$ cat config.mk
export PLATFORM = sky130hd
export DESIGN_NAME = image_header_size_sniffer_core_flat
export DESIGN_NICKNAME = d
export VERILOG_FILES = /design/src/sv/isz_pkg.sv /design/src/sv/isz_if.sv /design/src/sv/isz_walk.sv /design/src/sv/isz_decode.sv /design/src/sv/image_header_size_sniffer_core.sv /design/src/flat_wrapper.sv
export SDC_FILE = /design/constraint.sdc
export NUM_CORES = 1
export LEC_CHECK = 0
export BUFFER_PORTS_ARGS = -buffer_cell sky130_fd_sc_hd__buf_2
export CAP_MARGIN = 40
export CORE_MARGIN = 2
export CORE_UTILIZATION = 29
export CTS_BUF_LIST = sky130_fd_sc_hd__clkbuf_4
export CTS_CLUSTER_DIAMETER = 40
export DETAILED_ROUTE_END_ITERATION = 7
export PLACE_DENSITY = 0.4
export RECOVER_POWER = 50
export SLEW_MARGIN = 20
export SYNTH_ARGS = -nofsm -noshare
export SYNTH_HDL_FRONTEND = slang
export SYNTH_SLANG_ARGS = --single-unit
$ cat constraint.sdc
create_clock -name i_clk -period 10.4 [get_ports i_clk]
set_input_delay 1.04 -clock i_clk [delete_from_list [all_inputs] [get_ports i_clk]]
set_output_delay 1.04 -clock i_clk [all_outputs]
set_load 0.01 [all_outputs]
$ cat src/sv/isz_pkg.sv
// Shared types and constants for the image header size sniffer.
package isz_pkg;

    localparam int HDR_LEN = 26;
    localparam int HDR_IDX_W = $clog2(HDR_LEN);

    // JPEG marker codes
    localparam logic [7:0] MK_PREFIX = 8'hFF;
    localparam logic [7:0] MK_SOS = 8'hDA;
    localparam logic [7:0] MK_SOF_LO = 8'hC0;
    localparam logic [7:0] MK_SOF_HI = 8'hC3;
    localparam logic [7:0] MK_SOI = 8'hD8;

    // Signatures, first byte in the most significant position
    localparam logic [47:0] SIG_GIF87 = "GIF87a";
    localparam logic [47:0] SIG_GIF89 = "GIF89a";
    localparam logic [63:0] SIG_PNG = 64'h89504E470D0A1A0A;
    localparam logic [31:0] SIG_IHDR = "IHDR";
    localparam logic [15:0] SIG_BM = "BM";

    localparam logic [31:0] BMP_CORE_HDR = 32'd12;
    localparam logic [31:0] BMP_INFO_HDR = 32'd40;

    typedef enum logic [2:0] {
        FMT_SHORT = 3'd0,
        FMT_GIF = 3'd1,
        FMT_PNG = 3'd2,
        FMT_OLD_PNG = 3'd3,
        FMT_JPEG = 3'd4,
        FMT_BMP = 3'd5,
        FMT_ICO = 3'd6,
        FMT_OTHER = 3'd7
    } t_fmt;

    // header bytes, entry 0 is the first byte of the file
    typedef logic [HDR_LEN-1:0][7:0] t_hdr;

    typedef struct packed {
        logic seen;
        logic [15:0] width;
        logic [15:0] height;
    } t_frame;

    typedef struct packed {
        t_fmt fmt;
        logic known;
        logic [31:0] width;
        logic [31:0] height;
    } t_dec;

endpackage

$ cat src/sv/isz_if.sv
// Word channels: input bytes and parse results.
interface isz_in_if;
    logic valid;
    logic ready;
    logic [7:0] data_byte;
    logic last_byte;

    modport source(output valid, output data_byte, output last_byte, input ready);
    modport sink(input valid, input data_byte, input last_byte, output ready);
endinterface

interface isz_out_if;
    logic valid;
    logic ready;
    logic found;
    logic [2:0] image_format;
    logic size_known;
    logic [31:0] image_width;
    logic [31:0] image_height;
    logic [31:0] byte_total;

    modport source(output valid, output found, output image_format, output size_known,
                   output image_width, output image_height, output byte_total,
                   input ready);
    modport sink(input valid, input found, input image_format, input size_known,
                 input image_width, input image_height, input byte_total,
                 output ready);
endinterface

$ cat src/sv/isz_walk.sv
// JPEG marker walk: tracks segments and captures the SOF frame size.
module isz_walk import isz_pkg::*; (
    input  logic       i_clk,
    input  logic       i_rst_n,
    input  logic       i_step,
    input  logic       i_clear,
    input  logic [7:0] i_byte,
    output t_frame     o_frame_next
);

    typedef enum logic [2:0] {
        PH_SEARCH,
        PH_MARKER,
        PH_LEN_HI,
        PH_LEN_LO,
        PH_SKIP,
        PH_SOF,
        PH_DONE
    } t_phase;

    // length field, precision byte plus two BE16 fields
    localparam logic [15:0] SOF_SKIP = 16'd7;

    t_phase r_phase, n_phase;
    logic [15:0] r_skip, n_skip;
    logic [23:0] r_shift, n_shift;
    logic [15:0] r_fw, n_fw;
    logic [15:0] r_fh, n_fh;
    logic r_seen, n_seen;
    logic [31:0] shifted;
    logic [15:0] seg_len;

    assign shifted = {r_shift, i_byte};
    assign seg_len = {r_shift[7:0], i_byte};

    always_comb begin
        n_phase = r_phase;
        n_skip = r_skip;
        n_shift = r_shift;
        n_fw = r_fw;
        n_fh = r_fh;
        n_seen = r_seen;
        if (i_step) begin
            case (r_phase)
                PH_SEARCH: begin
                    if (i_byte == MK_PREFIX) n_phase = PH_MARKER;
                end
                PH_MARKER: begin
                    if (i_byte == MK_PREFIX) begin
                        n_phase = PH_MARKER;
                    end else if (i_byte == MK_SOS) begin
                        n_phase = PH_DONE;
                    end else if (i_byte inside {[MK_SOF_LO:MK_SOF_HI]}) begin
                        n_skip = SOF_SKIP;
                        n_phase = PH_SOF;
                    end else begin
                        n_phase = PH_LEN_HI;
                    end
                end
                PH_LEN_HI: begin
                    n_shift = {16'd0, i_byte};
                    n_phase = PH_LEN_LO;
                end
                PH_LEN_LO: begin
                    n_skip = (seg_len >= 16'd2) ? seg_len - 16'd2 : 16'd0;
                    n_phase = (n_skip != 16'd0) ? PH_SKIP : PH_SEARCH;
                end
                PH_SKIP: begin
                    n_skip = r_skip - 16'd1;
                    if (n_skip == 16'd0) n_phase = PH_SEARCH;
                end
                PH_SOF: begin
                    n_shift = shifted[23:0];
                    n_skip = r_skip - 16'd1;
                    if (n_skip == 16'd0) begin
                        n_fh = shifted[31:16];
                        n_fw = shifted[15:0];
                        n_seen = 1'b1;
                        n_phase = PH_DONE;
                    end
                end
                default: n_phase = r_phase;
            endcase
        end
    end

    assign o_frame_next = '{seen: n_seen, width: n_fw, height: n_fh};

    always_ff @(posedge i_clk) begin
        if (!i_rst_n || i_clear) begin
            r_phase <= PH_SEARCH;
            r_skip <= '0;
            r_shift <= '0;
            r_fw <= '0;
            r_fh <= '0;
            r_seen <= 1'b0;
        end else begin
            r_phase <= n_phase;
            r_skip <= n_skip;
            r_shift <= n_shift;
            r_fw <= n_fw;
            r_fh <= n_fh;
            r_seen <= n_seen;
        end
    end

endmodule

$ cat src/sv/isz_decode.sv
// Format detection and size extraction from the header bytes.
module isz_decode import isz_pkg::*; (
    input  t_hdr   i_hdr,
    input  logic   i_found,
    input  t_frame i_frame,
    output t_dec   o_dec
);

    logic [15:0] le16_0, le16_2, le16_4, le16_6, le16_8, le16_18, le16_20;
    logic [31:0] le32_14, le32_18, le32_22;
    logic [31:0] be32_8, be32_12, be32_16, be32_20;
    logic [31:0] bmp_h;
    logic is_gif, is_sig, is_ihdr;

    assign le16_0 = {i_hdr[1], i_hdr[0]};
    assign le16_2 = {i_hdr[3], i_hdr[2]};
    assign le16_4 = {i_hdr[5], i_hdr[4]};
    assign le16_6 = {i_hdr[7], i_hdr[6]};
    assign le16_8 = {i_hdr[9], i_hdr[8]};
    assign le16_18 = {i_hdr[19], i_hdr[18]};
    assign le16_20 = {i_hdr[21], i_hdr[20]};
    assign le32_14 = {i_hdr[17], i_hdr[16], i_hdr[15], i_hdr[14]};
    assign le32_18 = {i_hdr[21], i_hdr[20], i_hdr[19], i_hdr[18]};
    assign le32_22 = {i_hdr[25], i_hdr[24], i_hdr[23], i_hdr[22]};
    assign be32_8 = {i_hdr[8], i_hdr[9], i_hdr[10], i_hdr[11]};
    assign be32_12 = {i_hdr[12], i_hdr[13], i_hdr[14], i_hdr[15]};
    assign be32_16 = {i_hdr[16], i_hdr[17], i_hdr[18], i_hdr[19]};
    assign be32_20 = {i_hdr[20], i_hdr[21], i_hdr[22], i_hdr[23]};

    assign is_gif = ({i_hdr[0], i_hdr[1], i_hdr[2], i_hdr[3], i_hdr[4], i_hdr[5]} == SIG_GIF87)
                 || ({i_hdr[0], i_hdr[1], i_hdr[2], i_hdr[3], i_hdr[4], i_hdr[5]} == SIG_GIF89);
    assign is_sig = {i_hdr[0], i_hdr[1], i_hdr[2], i_hdr[3],
                     i_hdr[4], i_hdr[5], i_hdr[6], i_hdr[7]} == SIG_PNG;
    assign is_ihdr = {i_hdr[12], i_hdr[13], i_hdr[14], i_hdr[15]} == SIG_IHDR;

    // magnitude of the signed height; the most negative value maps to itself
    assign bmp_h = le32_22[31] ? 32'd0 - le32_22 : le32_22;

    always_comb begin
        o_dec = '{fmt: FMT_SHORT, known: 1'b0, width: 32'd0, height: 32'd0};
        if (i_found) begin
            if (is_gif) begin
                o_dec = '{fmt: FMT_GIF, known: 1'b1, width: {16'd0, le16_6},
                          height: {16'd0, le16_8}};
            end else if (is_sig && is_ihdr) begin
                o_dec = '{fmt: FMT_PNG, known: 1'b1, width: be32_16, height: be32_20};
            end else if (is_sig) begin
                o_dec = '{fmt: FMT_OLD_PNG, known: 1'b1, width: be32_8, height: be32_12};
            end else if (i_hdr[0] == MK_PREFIX && i_hdr[1] == MK_SOI) begin
                o_dec.fmt = FMT_JPEG;
                if (i_frame.seen) begin
                    o_dec.known = 1'b1;
                    o_dec.width = {16'd0, i_frame.width};
                    o_dec.height = {16'd0, i_frame.height};
                end
            end else if ({i_hdr[0], i_hdr[1]} == SIG_BM) begin
                o_dec.fmt = FMT_BMP;
                if (le32_14 == BMP_CORE_HDR) begin
                    o_dec.known = 1'b1;
                    o_dec.width = {16'd0, le16_18};
                    o_dec.height = {16'd0, le16_20};
                end else if (le32_14 >= BMP_INFO_HDR) begin
                    o_dec.known = 1'b1;
                    o_dec.width = le32_18;
                    o_dec.height = bmp_h;
                end
            end else if (le16_0 == 16'd0 && le16_2 == 16'd1) begin
                o_dec.fmt = FMT_ICO;
                if (le16_4 <= 16'd1) begin
                    o_dec.known = 1'b1;
                    o_dec.width = {24'd0, i_hdr[6]};
                    o_dec.height = {24'd0, i_hdr[7]};
                end
            end else begin
                o_dec.fmt = FMT_OTHER;
            end
        end
    end

endmodule

$ cat src/sv/image_header_size_sniffer_core.sv
// A result becomes valid once the word carrying the last byte has been taken and
// the input register has passed it to the result register.
// Throughput: one byte per cycle; the input register and the result register each
// take a new word while the stage behind them drains, so only a result held by a
// stalled sink blocks a following last byte.
// Reset (synchronous, active low) clears the byte count, the marker walk and both
// stage valids; the header store is not cleared, every byte of it is written first.
module image_header_size_sniffer_core import isz_pkg::*; #(
    parameter int COUNT_BITS = 32
) (
    input  logic i_clk,
    input  logic i_rst_n,
    isz_in_if.sink i_in,
    isz_out_if.source o_out
);

    logic r_in_valid;
    logic [7:0] r_in_byte;
    logic r_in_last;

    logic [COUNT_BITS-1:0] r_count, n_count;
    t_hdr r_hdr, n_hdr;
    logic [63:0] count_ext;

    logic r_out_valid;
    logic r_out_found;
    t_fmt r_out_fmt;
    logic r_out_known;
    logic [31:0] r_out_w, r_out_h, r_out_total;

    logic out_free, process, hdr_wr, found;
    t_frame frame_next;
    t_dec dec;

    assign out_free = !r_out_valid || o_out.ready;
    // a last byte waits until the result register can take its result
    assign process = r_in_valid && (!r_in_last || out_free);
    assign i_in.ready = !r_in_valid || process;

    assign n_count = (r_count != '1) ? r_count + 1'b1 : r_count;
    assign hdr_wr = r_count < COUNT_BITS'(HDR_LEN);
    assign found = n_count >= COUNT_BITS'(HDR_LEN);
    assign count_ext = 64'(n_count);

    always_comb begin
        for (int i = 0; i < HDR_LEN; i++) begin
            n_hdr[i] = (hdr_wr && r_count[HDR_IDX_W-1:0] == HDR_IDX_W'(i)) ? r_in_byte
                                                                            : r_hdr[i];
        end
    end

    isz_walk u_walk (
        .i_clk(i_clk),
        .i_rst_n(i_rst_n),
        .i_step(process && r_count >= COUNT_BITS'(2)),
        .i_clear(process && r_in_last),
        .i_byte(r_in_byte),
        .o_frame_next(frame_next)
    );

    isz_decode u_decode (
        .i_hdr(n_hdr),
        .i_found(found),
        .i_frame(frame_next),
        .o_dec(dec)
    );

    always_ff @(posedge i_clk) begin
        if (!i_rst_n) begin
            r_in_valid <= 1'b0;
        end else if (i_in.valid && i_in.ready) begin
            r_in_valid <= 1'b1;
        end else if (process) begin
            r_in_valid <= 1'b0;
        end
        if (i_in.valid && i_in.ready) begin
            r_in_byte <= i_in.data_byte;
            r_in_last <= i_in.last_byte;
        end
    end

    always_ff @(posedge i_clk) begin
        if (!i_rst_n) begin
            r_count <= '0;
        end else if (process) begin
            r_count <= r_in_last ? '0 : n_count;
        end
        if (process) r_hdr <= n_hdr;
    end

    always_ff @(posedge i_clk) begin
        if (!i_rst_n) begin
            r_out_valid <= 1'b0;
        end else if (process && r_in_last) begin
            r_out_valid <= 1'b1;
        end else if (o_out.ready) begin
            r_out_valid <= 1'b0;
        end
        if (process && r_in_last) begin
            r_out_found <= found;
            r_out_fmt <= dec.fmt;
            r_out_known <= dec.known;
            r_out_w <= dec.width;
            r_out_h <= dec.height;
            r_out_total <= (count_ext > 64'hFFFF_FFFF) ? 32'hFFFF_FFFF : count_ext[31:0];
        end
    end

    assign o_out.valid = r_out_valid;
    assign o_out.found = r_out_found;
    assign o_out.image_format = r_out_fmt;
    assign o_out.size_known = r_out_known;
    assign o_out.image_width = r_out_w;
    assign o_out.image_height = r_out_h;
    assign o_out.byte_total = r_out_total;

endmodule

$ cat src/flat_wrapper.sv
// flat-port wrapper written by rule: the top's interface ports become plain ports
module image_header_size_sniffer_core_flat import isz_pkg::*;
#(
    parameter int COUNT_BITS = 32
)
  (i_clk, i_rst_n, i_in_valid, i_in_data_byte, i_in_last_byte, i_in_ready, o_out_valid, o_out_found, o_out_image_format, o_out_size_known, o_out_image_width, o_out_image_height, o_out_byte_total, o_out_ready);
  isz_in_if i_in_i ();
  isz_out_if o_out_i ();
  input  logic i_clk;
  input  logic i_rst_n;
  input wire logic [$bits(i_in_i.valid)-1:0] i_in_valid;
  input wire logic [$bits(i_in_i.data_byte)-1:0] i_in_data_byte;
  input wire logic [$bits(i_in_i.last_byte)-1:0] i_in_last_byte;
  output wire logic [$bits(i_in_i.ready)-1:0] i_in_ready;
  output wire logic [$bits(o_out_i.valid)-1:0] o_out_valid;
  output wire logic [$bits(o_out_i.found)-1:0] o_out_found;
  output wire logic [$bits(o_out_i.image_format)-1:0] o_out_image_format;
  output wire logic [$bits(o_out_i.size_known)-1:0] o_out_size_known;
  output wire logic [$bits(o_out_i.image_width)-1:0] o_out_image_width;
  output wire logic [$bits(o_out_i.image_height)-1:0] o_out_image_height;
  output wire logic [$bits(o_out_i.byte_total)-1:0] o_out_byte_total;
  input wire logic [$bits(o_out_i.ready)-1:0] o_out_ready;
  assign i_in_i.valid = i_in_valid;
  assign i_in_i.data_byte = i_in_data_byte;
  assign i_in_i.last_byte = i_in_last_byte;
  assign i_in_ready = i_in_i.ready;
  assign o_out_valid = o_out_i.valid;
  assign o_out_found = o_out_i.found;
  assign o_out_image_format = o_out_i.image_format;
  assign o_out_size_known = o_out_i.size_known;
  assign o_out_image_width = o_out_i.image_width;
  assign o_out_image_height = o_out_i.image_height;
  assign o_out_byte_total = o_out_i.byte_total;
  assign o_out_i.ready = o_out_ready;
  image_header_size_sniffer_core #(.COUNT_BITS(COUNT_BITS)) u_core (.i_clk(i_clk), .i_rst_n(i_rst_n), .i_in(i_in_i), .o_out(o_out_i));
endmodule
==> impl_metrics.toml, run 1 <==
[run_status]
status = "finished, violations left"
violations = "max-capacitance violations, max-slew violations"

[timing]
maxSlewHeadroom_pct = -133
fin_crit_ns = 6.88
fin_worst_skew_ns = 0.0770
finalSetupTns_ns = 0
maxSlewViolCount = 259
period_share_pct = 66.1
rsz0062_at_grt = "false"
fmax_ghz = 0.145
worst_slew_pin_slew_ns = 3.50
setup_viol = 0
hold_viol = 0

[synth]
avgSynthCellArea_um2 = 10.7
async_flop_share_pct = 0
synthSimpleGateAreaFrac_pct = 17.2
yosys.cell_types.count = 96
ys_seq_area_share_pct = 48.8
syn_inst = 2258
synth_xor_area_share_pct = 2.29
synth_fa_ha_area_share_pct = 0.623
ys_seq_elements = 428
synth_top_family_by_area = "simple AND/OR/NAND/NOR gates"
synth_flop_cell = "edfxtp_1"
syn_area_um2 = 24100
synth_edf_count = 318
ys_warn_count = 0
synth.area.mux_share_pct = 13.2
synth_compound_area_share_pct = 13.5
syn-num-nets = 2283

[global_route]
grt_use_total_pct = 21.3
grt_max_degree = 91
grt-busiest-layer = "met2"
grtUsageMet1_pct = 29.2
antenna_found_initial = 2
grt.overflow.total = 0
grt_pass1_vias = 19452
gr-usage-met2_pct = 32.1
grt_pass1_wl_um = 135000
use_met3_pct = 4.89

[setup_path]
required_ns = 11.18
arrival_ns = 7.65
path_max_fanout = 57
cp-start-kind = "flip-flop"
r2r_cells = 11
endpoint_kind = "flip-flop"
critPathKind = "reg2reg"

[cells_and_area]
final_common_cell = "edfxtp_1"
mostFrequentLayoutCells = "318 x edfxtp_1, 216 x nor2_1, 188 x clkbuf_4, 163 x mux2_2, 143 x nand2_1"
drive_gt1_share_pct = 21.7
fillers = 8488
fin_nets = 2437
stdcell_count = 3583
syn2layout_area_growth_pct = 13.8

[drt]
drc = 0
drt_pass1_iterations = 6
drt-initial-drc-count = 1853
vias = 19835
vias_per_cell = 5.54
wl_per_cell_um = 25.7
wl_um = 92000
ant_nets = 0

[clock_network]
cts_hold_buffers = 0
cts_sinks = 428
h-tree-depth = 4
cts.clk_slew.worst_paths_ns = 0.06
insertion_delay_ns = 1.05
cts_made_buffers = 137
clockBufferDepth = 3
postCtsResizedCells = 0
cts_root_buf = "clkbuf_4"
cts_tree = "yes"
post-cts-setup-buffers = 0

[place]
dp.cells = 3340
port_buffers = 115
gp_congestion = 0.875
place_hpwl_um = 63400

[power_and_ir_drop]
power.density_nw_per_um2 = 138
power.leakage_nw = 8.20
vdd_drop_max_mv = 0.101
power_mw = 3.78

[worst_hold_path]
hp-class = "in2reg"
hold_path_depth = 1

[floorplan]
dieWidth_um = 292
ioPinCount = 116
dieHeight_um = 292
die_area_um2 = 85400
start_util_pct = 29.3
row_count = 105
core_area_um2 = 82200

[job]
drv_cap = 6
-- where the power goes --
part	switching, mW	internal, mW
clock network	0.827	0.909
logic	0.131	0.0407
registers	0.0142	1.86
total	0.972	2.81
-- Yosys cell counts (all sizes together) (28+ instances only) --
cell,number,share of area [%]
edfxtp,318,40
nor2,221,3.5
mux2,201,9.7
nand2,145,2.3
dfxtp,110,9.1
a21oi,103,2.2
clkbuf,95,1.5
o21ai,91,1.9
mux2i,84,3.5
buf,82,2.1
a22oi,76,2.4
nor3,67,1.6
nor4,59,2.4
inv,58,0.90
xnor2,49,1.8
nand3,44,0.97
o22ai,36,0.93
nand4,30,0.92
nor2b,28,0.73
-- critical path, stage by stage (launching register included) --
cell and delay [ns]:
dfxtp_1 0.52, nor4_1 0.17, nand4_4 0.12, clkbuf_1 2.45
nor3_4 0.41, mux2i_1 0.62, nand3_1 0.20, or4b_4 0.79
buf_4 0.44, mux2_4 0.38, a221oi_1 0.29, a21oi_1 0.12
-- flip-flops by register name, summed over array words and instances, names as in the netlist, 24 cells and up --
name,flops
u_core.o_out.byte_total,32
u_core.u_walk.r_shift,24
u_core.o_out.image_height,32
u_core.r_count,32
u_core.r_hdr,208
u_core.o_out.image_width,32
-- final timing paths --
check,start,end,slack (ns)
max,u_core.r_count[5]$_SDFFE_PN0P_,u_core.o_out.image_width[6]$_SDFFCE_PP0P_,3.52
min,i_in_data_byte[1],u_core.r_in_byte[1]$_DFFE_PP_,0.21
max reg2reg,u_core.r_count[5]$_SDFFE_PN0P_,u_core.o_out.image_width[6]$_SDFFCE_PP0P_,3.52
min reg2reg,u_core.u_walk.r_shift[21]$_SDFFE_PP0P_,u_core.u_walk.r_fh[13]$_SDFF_PP0_,0.49
-- metal layers --
metal  wire length (µm)  share of wire, %  vias to the layer above
met1              41900                45                     9990
li1                   -                 -                     8938
met3               6320               6.9                      143
met5                  0                 0                        -
met4               3060               3.3                        0
met2              40800                44                      764
-- stage by stage --
stage | cell area, µm² | setup slack, ns | hold slack, ns | util, %
floorplan | 24100 | 2.08 | 0.456 | -
global placement | 25600 | 4.75 | 0.474 | 31.2
detailed placement | 25900 | 5.01 | 0.483 | 31.5
CTS | 27600 | 5.01 | 0.109 | 33.6
global route | 27400 | 3.13 | 0.0996 | 33.4
finish | 27400 | 3.52 | 0.212 | 33.4
-- final cells by class --
cell class                      count  area [µm²]  area share (%)
Multi-Input combinational cell   1593       11300            41.2
Sequential cell                   428       11800            42.8
Timing Repair Buffer              192        1090            3.98
Inverter                           60         234           0.853
Tap cell                         1070        1340            4.88
Antenna cell                        8        20.0          0.0730
Clock buffer                      188        1410            5.14
Clock inverter                     44         274           0.999
-- cells by family (layout without fill, tap and decap cells) --
family	Yosys count	after routing
flops	428	428
simple gates	750	750
mux	285	285
other cells	0	8
buf+inv	237	484
compound gates	483	483
fa+ha+maj	12	12
xor+xnor	63	63
Note: power is estimated with default switching activity, not from simulation.
==> inputs of run 2 (changes only) <==
--- a/config.mk
+++ b/config.mk
@@ -5,6 +5,7 @@
 export SDC_FILE = /design/constraint.sdc
 export NUM_CORES = 1
 export LEC_CHECK = 0
+export ABC_AREA = 1
 export BUFFER_PORTS_ARGS = -buffer_cell sky130_fd_sc_hd__buf_2
 export CAP_MARGIN = 40
 export CORE_MARGIN = 2
==> constraint.sdc (replaced) <==
create_clock -name i_clk -period 7.2 [get_ports i_clk]
set_input_delay 0.72 -clock i_clk [delete_from_list [all_inputs] [get_ports i_clk]]
set_output_delay 0.72 -clock i_clk [all_outputs]
set_load 0.01 [all_outputs]
==> run 2 against run 1 <==
The run still ends with max-capacitance violations, max-slew violations left. Die area fell by 1.4%. Utilization rose by 0.13 points. Sequential cell count did not move. Largest cell class unchanged. Highest routed layer unchanged.
==> impl_metrics.toml, run 2 <==
[setup_path]
endpoint_kind = "flip-flop"
path_max_fanout = 52
cp-start-kind = "flip-flop"
reg2reg_setup_slack_ns = 1.50
r2r_cells = 8
r2r_end = "u_core.o_out.image_height[23]$_SDFFCE_PP0P_"
critPathKind = "reg2reg"
r2r_start = "u_core.r_in_last$_DFFE_PP_"
arrival_ns = 6.17
required_ns = 7.67

[cells_and_area]
largest_reg_flops = 208
mostFrequentLayoutCells = "898 x nand2_1, 334 x inv_1, 332 x nor2_1, 318 x edfxtp_1, 235 x nand3_1"
finish.utilization_pct = 33.5
drive_gt1_share_pct = 10.9
final_common_cell = "nand2_1"
syn2layout_area_growth_pct = 13.8
stdcell_count = 4390
stdcell_area_um2 = 27100
fin_nets = 3252
regMostFlops = "u_core.r_hdr"
fillers = 8797

[global_route]
grt_max_degree = 167
use_met3_pct = 3.41
grt_pass1_vias = 20892
grt.overflow.total = 0
grt_pass1_wl_um = 136000
grt_use_total_pct = 21.2
antenna_found_initial = 3
grt-busiest-layer = "met2"
gr-usage-met2_pct = 34.4
grtUsageMet1_pct = 28.6

[floorplan]
ioPinCount = 116
die_area_um2 = 84300
dieHeight_um = 290
core_area_um2 = 80800
dieWidth_um = 290
row_count = 104
start_util_pct = 29.4

[power_and_ir_drop]
power.density_nw_per_um2 = 200
power.leakage_nw = 11.1
vdd_drop_max_mv = 0.0933
combPwrFrac_pct = 4.2
switching_share_pct = 25.2
p_int_mw = 4.05
p_sw_mw = 1.36
pwr-share-seq_pct = 49.7
clockPowerShare_pct = 46.1
power_mw = 5.41

[timing]
fin_worst_skew_ns = 0.0720
maxSlewHeadroom_pct = -107
rsz0062_at_grt = "false"
maxSlewViolCount = 255
fmax_ghz = 0.175
finalSetupTns_ns = 0
setup_viol = 0
layout_setup_ws_ns = 1.50
period_share_pct = 79.2
fin_hold_ws_ns = 0.464
fin_crit_ns = 5.70
worst_slew_pin_slew_ns = 3.10
hold_viol = 0

[synth]
ys_seq_elements = 428
synth_top_area_cell = "edfxtp_1"
avgSynthCellArea_um2 = 7.82
yosys.cell_types.count = 53
ys_seq_area_share_pct = 49.4
synth_most_common_cell = "nand2_1"
async_flop_share_pct = 0
syn_inst = 3038
syn-num-nets = 3063
synth_common_cells = "895 x nand2_1, 335 x inv_1, 331 x nor2_1"
synth_edf_count = 318
synth_area_leaders = "edfxtp_1 40%, nand2_1 14%, dfxtp_1 9.3%"
synth_flop_cell = "edfxtp_1"
syn_area_um2 = 23800
ys_warn_count = 0
synth_top_area_share_pct = 40.2

[drt]
wl_um = 90000
vias = 21580
drt-initial-drc-count = 1834
vias_per_cell = 4.92
wl_per_cell_um = 20.5
ant_nets = 0
drc = 0
drt_pass1_iterations = 6

[clock_network]
post-cts-setup-buffers = 0
cts_made_buffers = 137
cts_root_buf = "clkbuf_4"
insertion_delay_ns = 0.99
postCtsResizedCells = 0
cts_sinks = 428
clockBufferDepth = 3
cts_tree = "yes"
h-tree-depth = 4
cts.clk_slew.worst_paths_ns = 0.06

[place]
gp_congestion = 0.915
placed_cell_area_um2 = 25500
dp.cells = 4131
port_buffers = 115
dp_slack_ns = 1.79
place_hpwl_um = 63000

[worst_hold_path]
hold_path_depth = 2
hp-class = "reg2reg"
min_from = "u_core.u_walk.r_shift[22]$_SDFFE_PP0P_"
holdPathEnd = "u_core.u_walk.r_shift[22]$_SDFFE_PP0P_"

[job]
drv_cap = 3

[run_status]
violations = "max-capacitance violations, max-slew violations"
status = "finished, violations left"
run 2: routing by layer:
metal	vias up	share of wire [%]
met5	-	0
met4	0	2.6
met3	146	5.3
met2	669	46
met1	10269	46
li1	10496	-
run 2: kinds of logic after synthesis:
kind of cell | count (synthesis) | synth area share [%]
AOI/OAI and AO/OA | 384 | 8.87
xor gates and xnor gates | 47 | 1.73
adders and majority gates | 12 | 0.632
buffers and inverters | 491 | 8.55
DFF | 428 | 49.4
and+or+nand+nor | 1676 | 30.8
run 2: worst max-delay path, stage by stage, from the launching register on:
cell        delay [ns]
edfxtp_1          0.45
nand2_1           0.10
nand2_1           0.05
clkbuf_1          0.64
clkinvlp_2        0.44
nand2_1           0.16
inv_4             0.46
clkbuf_1          0.58
clkbuf_1          2.21
run 2: worst max-delay path by stage:
stage,from,endpoint,slack [ns],cells past startpoint
final,u_core.r_in_last$_DFFE_PP_,u_core.o_out.image_height[23]$_SDFFCE_PP0P_,1.50,8
after detailed placement,u_core.r_count[4]$_SDFFE_PN0P_,u_core.o_out.image_width[23]$_SDFFCE_PP0P_,1.79,17
after CTS,u_core.r_count[4]$_SDFFE_PN0P_,u_core.o_out.image_width[19]$_SDFFCE_PP0P_,1.76,17
after global placement,u_core.r_count[4]$_SDFFE_PN0P_,u_core.o_out.image_width[19]$_SDFFCE_PP0P_,1.75,17
after global routing,u_core.r_in_last$_DFFE_PP_,u_core.o_out.image_format[0]$_SDFFCE_PP0P_,0.86,8
after floorplan,o_out_ready,u_core.o_out.valid$_SDFFE_PN0P_,1.18,8
run 2: cell type report:
class / instances / area (µm²) / area share [%]
Sequential cell: 428 / 11800 / 43.4
Multi-Input combinational cell: 2119 / 9870 / 36.5
Inverter: 354 / 1340 / 4.94
Clock inverter: 46 / 275 / 1.02
Antenna cell: 5 / 12.5 / 0.0462
Timing Repair Buffer: 187 / 1050 / 3.88
Clock buffer: 191 / 1430 / 5.30
Tap cell: 1060 / 1330 / 4.90
run 2: power by group through the flow:
stage	registers [mW]	logic (mW)	clock network, mW
2_1_floorplan	2.74	0.110	0
6_report	2.69	0.227	2.50
3_5_place_dp	2.74	0.232	0
5_1_grt	2.69	0.245	2.73
3_3_place_gp	2.74	0.227	0
4_1_cts	2.68	0.238	2.61
run 2: what timing repair did:
| action | 4_1_cts | 5_1_grt |
|---|---|---|
| endpoints found under the hold margin | 11 | 0 |
| hold buffers | 13 | 0 |
| setup endpoints to repair | 0 | 0 |
